**src/rtl/fdp_pkg.sv**
```systemverilog
// shared types, constants and helpers for the 4d to 3d projection block
// no dependencies; every other file of the block depends on this package
`default_nettype none
package fdp_pkg;
  localparam int MAX_DIMS   = 8;
  localparam int COORD_BITS = 32;
  localparam int NUM_W      = 48;
  localparam int DEN_W      = 34;
  localparam int DIV_STAGES = NUM_W;
  // register layers from the request edge to the result register
  localparam int LATENCY    = DIV_STAGES + 7;
  localparam int VLD_N      = DIV_STAGES + 6;

  // floor(d / 1000000) as (d * MN_RECIP) >> MN_SHIFT, exact for d < 2^31
  localparam logic [31:0] MN_RECIP = 32'd2251799814;
  localparam int          MN_SHIFT = 51;

  localparam logic signed [31:0] ONE_Q16  = 32'sd65536;
  localparam logic signed [31:0] NEAR_Q16 = 32'sd6554;
  localparam logic signed [31:0] FAR_Q16  = 32'sd6553600;

  localparam logic [2:0] REG_CONTROL = 3'd0;
  localparam logic [2:0] REG_AXIS    = 3'd1;
  localparam logic [2:0] REG_CAMERA  = 3'd2;
  localparam logic [2:0] REG_ROT0    = 3'd3;
  localparam logic [2:0] REG_ROT1    = 3'd4;
  localparam logic [2:0] REG_ROT2    = 3'd5;
  localparam logic [2:0] REG_ROT3    = 3'd6;

  typedef enum logic [1:0] {
    MODE_PERSP  = 2'd0,
    MODE_ORTHO  = 2'd1,
    MODE_STEREO = 2'd2,
    MODE_BAD    = 2'd3
  } mode_t;

  typedef enum logic [1:0] {
    ST_OK     = 2'd0,
    ST_AXIS   = 2'd1,
    ST_MODE   = 2'd2,
    ST_CAMERA = 2'd3
  } status_t;

  typedef logic signed [COORD_BITS-1:0] coord_t;
  typedef coord_t coords_t [MAX_DIMS];

  typedef struct packed {
    logic [3:0] dims_used;
    coord_t     coord0;
    coord_t     coord1;
    coord_t     coord2;
    coord_t     coord3;
    coord_t     coord4;
    coord_t     coord5;
    coord_t     coord6;
    coord_t     coord7;
  } in_t;

  typedef struct packed {
    status_t            status;
    coord_t             out_x;
    coord_t             out_y;
    coord_t             out_z;
    logic signed [31:0] depth;
    logic signed [31:0] scale_factor;
    logic               in_view;
  } out_t;

  // what travels alongside the divider
  typedef struct packed {
    status_t            status;
    mode_t              mode;
    coord_t             pv_x;
    coord_t             pv_y;
    coord_t             pv_z;
    coord_t             pw;
    coord_t             fold;
    logic               fold_en;
    logic               dneg;
  } ctx_t;

  // what travels alongside the axis lanes
  typedef struct packed {
    status_t            status;
    logic signed [31:0] depth;
    logic signed [31:0] factor;
  } tail_t;

  function automatic logic signed [31:0] sat32(input logic signed [63:0] v);
    if (v > 64'sd2147483647) return 32'sh7fffffff;
    if (v < -64'sd2147483648) return 32'sh80000000;
    return v[31:0];
  endfunction

  function automatic coords_t unpack_coords(input in_t v);
    coords_t c;
    c[0] = v.coord0;
    c[1] = v.coord1;
    c[2] = v.coord2;
    c[3] = v.coord3;
    c[4] = v.coord4;
    c[5] = v.coord5;
    c[6] = v.coord6;
    c[7] = v.coord7;
    return c;
  endfunction
endpackage
`default_nettype wire

```
**src/rtl/fdp_axis_lane.sv**
```systemverilog
// one output axis: coordinate times factor (floor), saturate, optional fold add
// depends on fdp_pkg; the product is registered, then res
`default_nettype none
module fdp_axis_lane (
  input  logic               clk,
  input  fdp_pkg::coord_t    pv,
  input  logic signed [31:0] factor,
  input  fdp_pkg::coord_t    fold,
  input  logic               fold_en,
  output fdp_pkg::coord_t    res
);
  import fdp_pkg::*;

  logic signed [63:0] prod;
  coord_t             fold_q;
  logic               en_q;
  coord_t             scaled;
  logic signed [32:0] sum;

  always_ff @(posedge clk) begin
    prod   <= 64'(pv) * 64'(factor);
    fold_q <= fold;
    en_q   <= fold_en;
  end

  assign scaled = sat32(prod >>> 16);
  assign sum    = 33'(scaled) + 33'(fold_q);

  always_ff @(posedge clk) begin
    res <= en_q ? sat32(64'(sum)) : scaled;
  end
endmodule
`default_nettype wire

```
**config.mk**
```make
export PLATFORM = sky130hd
export DESIGN_NAME = fdp_axis_lane
export DESIGN_NICKNAME = d
export VERILOG_FILES = /design/src/rtl/fdp_pkg.sv /design/src/rtl/fdp_axis_lane.sv
export SDC_FILE = /design/constraint.sdc
export NUM_CORES = 2
export LEC_CHECK = 0
export BUFFER_PORTS_ARGS = -buffer_cell sky130_fd_sc_hd__buf_2
export CAP_MARGIN = 20
export CELL_PAD_IN_SITES_DETAIL_PLACEMENT = 1
export CELL_PAD_IN_SITES_GLOBAL_PLACEMENT = 2
export CORE_AREA = 3 3 248 432
export CTS_BUF_LIST = sky130_fd_sc_hd__clkbuf_8
export CTS_CLUSTER_SIZE = 25
export DETAILED_ROUTE_END_ITERATION = 7
export DIE_AREA = 0 0 251 435
export PLACE_DENSITY_LB_ADDON = 0.1
export SYNTH_ARGS = -nofsm -noshare
export SYNTH_HDL_FRONTEND = slang
export SYNTH_SLANG_ARGS = --single-unit
```
**constraint.sdc**
```tcl
create_clock -name clk -period 26 [get_ports clk]
set_input_delay 2.6 -clock clk [delete_from_list [all_inputs] [get_ports clk]]
set_output_delay 2.6 -clock clk [all_outputs]
set_load 0.01 [all_outputs]
```
==> impl_metrics.py <==
metrics = {
    "synthesis": {
        "yosys_warnings": 0,
        "ys_ff_latch": 113,
        "seq_area_frac_synth": 0.0560,
        "synth.area.top_cells": "fa_1 54%, inv_1 9.3%, and2_1 7.9%, ha_1 6.6%, dfxtp_1 5.6%",
        "syn-num-nets": 5669,
        "syn_inst": 4277,
        "synth_largest_area_cell": "fa_1",
        "ys_types": 68,
        "synth_compound_area_frac": 0.0514,
        "ys_async_sr_fraction": 0,
        "ys.flop_type": "dfxtp_1",
        "synth_top_family_by_area": "adder cells",
        "synth_area_um2": 40400,
        "synth_fa_ha_area_frac": 0.602,
        "synth_top_area_frac": 0.536,
        "synth_edf_count": 0,
        "synth.avg_cell_area_um2": 9.44,
        "synthMuxAreaShare": 0.00174,
        "synthSimpleGateAreaFrac": 0.158,
        "synth_xor_area_frac": 0.0178,
    },
    "clock_network": {
        "cts_setup_buffers": 0,
        "clockBufferDepth": 2,
        "clock_latency_ps": 450,
        "root_buffer": "clkbuf_8",
        "cts-buffers-inserted": 17,
        "ctsHoldBuffers": 0,
        "clk_pin_slew_worst_paths_ps": 80,
        "htree_levels": 4,
        "tritoncts": "done",
        "cts_num_sinks": 113,
        "cts_resized": 0,
    },
    "finish": {
        "final_nets": 5648,
        "area_growth_pct": 5.56,
        "drive_above_1_share": 0.0576,
    },
    "worst_setup_path": {
        "cp-start-kind": "primary input",
        "endpoint_kind": "register",
        "critical_path.startpoint": "pv[15]",
        "cpPeakStageDelay_ps": 700,
        "crit_required_ps": 26350,
        "crit_fanout": 32,
        "arrival_ps": 10970,
        "path_class": "in -> reg",
        "rr_startpoint": "prod[50]$_DFF_P_",
        "cpMaxStageDelayCell": "buf_2",
        "cpMostUsedCell": "fa_1",
    },
    "route": {
        "route.met3.wl_mm": 1.79,
        "drc_errors": 0,
        "wl_per_cell_um": 23.8,
        "routed_wl_mm": 133,
        "via_count": 28500,
        "drt_first_pass_iters": 4,
        "ant_nets": 0,
        "vias_per_cell": 5.07,
        "wl_met2_mm": 80.7,
        "maxUsedRoutingLayer": "met5",
        "wl_met1_mm": 40.6,
        "drt_iter0_markers": 971,
    },
    "timing": {
        "fin_crit_sh": 0.409,
        "grt_setup_unrepaired": "no",
        "clock_skew_ps": 11.5,
        "fin_crit_ps": 10620,
        "slew_headroom": 0.337,
        "slew_violations": 0,
        "tns_ps": 0,
        "setup_viol": 0,
        "worstMarginPinSlew_ps": 994,
        "fmaxAchievable_mhz": 94.1,
        "final-hold-violation-count": 0,
    },
    "global_routing": {
        "antenna_found_initial": 5,
        "grt-ovfl-total": 0,
        "grt_start_max_net_pins": 35,
        "grt_pass1_vias": 34900,
        "grt_pass1_wl_mm": 208,
        "track_usage": 0.257,
    },
    "floorplan": {
        "die_x_um": 251,
        "die-area_um2": 109000,
        "coreArea_um2": 104000,
        "num_rows": 156,
        "start_util": 0.389,
        "die_y_um": 435,
        "ios": 130,
    },
    "status": {
        "status": "finished, final reports clean",
    },
    "job": {
        "maxCapViolCount": 0,
    },
    "place": {
        "place_congestion": 0.842,
        "io_buffers": 129,
        "hpwlAfterDp_mm": 110,
    },
    "worst_hold_path": {
        "holdCritPathClass": "reg -> reg",
        "min_from": "prod[63]$_DFF_P_",
    },
}
[area by class of cell]
| type | instances | area, µm² |
|---|---|---|
| tap | 1343 | 1680 |
| clock buffer | 17 | 234 |
| clock inverter | 15 | 175 |
| antenna | 2 | 5.00 |
| inverter | 998 | 3750 |
| fill | 12000 | 61200 |
| timing repair buffer | 171 | 961 |
| multi-input combinational | 2955 | 33600 |
| sequential | 113 | 2260 |
[cells in the final DEF (no fill, tap or decap), drive strengths merged, types with 9 or more instances in the layout]
master	instances
and2	508
ha	212
inv	1005
buf	171
o21bai	12
dfxtp	113
nand3	15
and3	11
nor2	101
o21ai	52
a21oi	99
xor2	27
a21o	59
clkbuf	17
a211oi	10
xnor2	55
fa	1082
nand4	21
nor2b	9
nand2	553
nand2b	20
a31oi	14
nor3	10
[flip-flops by register name (all words and copies together) (netlist names)]
signal and flops:
prod 48, fold_q 32, res 32, en_q 1
[logic make-up after synthesis]
family          Yosys count
buf+inv                1209
mux                       7
xor+xnor                 82
flops                   113
fa+ha+maj              1294
simple gates           1276
compound gates          296
[Yosys cell counts, types with 15 or more instances]
cell type  number
fa_1         1082
inv_1         998
nand2_1       553
and2_1        507
ha_1          212
clkbuf_1      205
dfxtp_1       113
nor2_1        100
a21oi_1        79
a21o_1         58
xnor2_1        55
o21ai_0        49
xor2_1         27
nand4_1        21
a21oi_2        20
nand2b_1       20
nand3_1        15
[path summary, 6_finish.rpt]
| path | cells after the start | slack [ps] | endpoint |
|---|---|---|---|
| setup / recovery | 28 | 15380 | prod[54]$_DFF_P_ |
| hold / removal | 2 | 560 | res[31]$_DFF_P_ |
| setup reg to reg | 17 | 21030 | res[26]$_DFF_P_ |
| hold reg to reg | 2 | 560 | res[31]$_DFF_P_ |
[metrics by stage]
| stage | instance area (µm²) | utilization | instances | hold WS, ps | setup slack (ps) |
|---|---|---|---|---|---|
| after floorplan | 40400 | - | 4277 | 489 | 16000 |
| after global placement | 42200 | 0.406 | 5580 | 552 | 14910 |
| after detailed placement | 42200 | 0.406 | 5580 | 551 | 14820 |
| after CTS | 42600 | 0.410 | 5612 | 565 | 15290 |
| after global routing | 42600 | 0.410 | 5613 | 582 | 14850 |
| final | 42600 | 0.410 | 5614 | 559 | 15380 |
[routing by layer]
layer  GRT usage  vias up
li1            -    12300
met1       0.232    15400
met2       0.541      440
met3      0.0134      296
met4       0.155        2
met5           0        -
[critical path: cells and delay by family]
kind                     cells  cell delay, ps
AO/OA/AOI/OAI                6            1710
buffers and inverters        8            1170
adder cells (fa/ha/maj)      9            4560
AND/OR/NAND/NOR              4             750
XOR/XNOR                     1             150
Power is not shown: default switching activity piles up to over one toggle a cycle in this logic, so the estimate is an artifact.
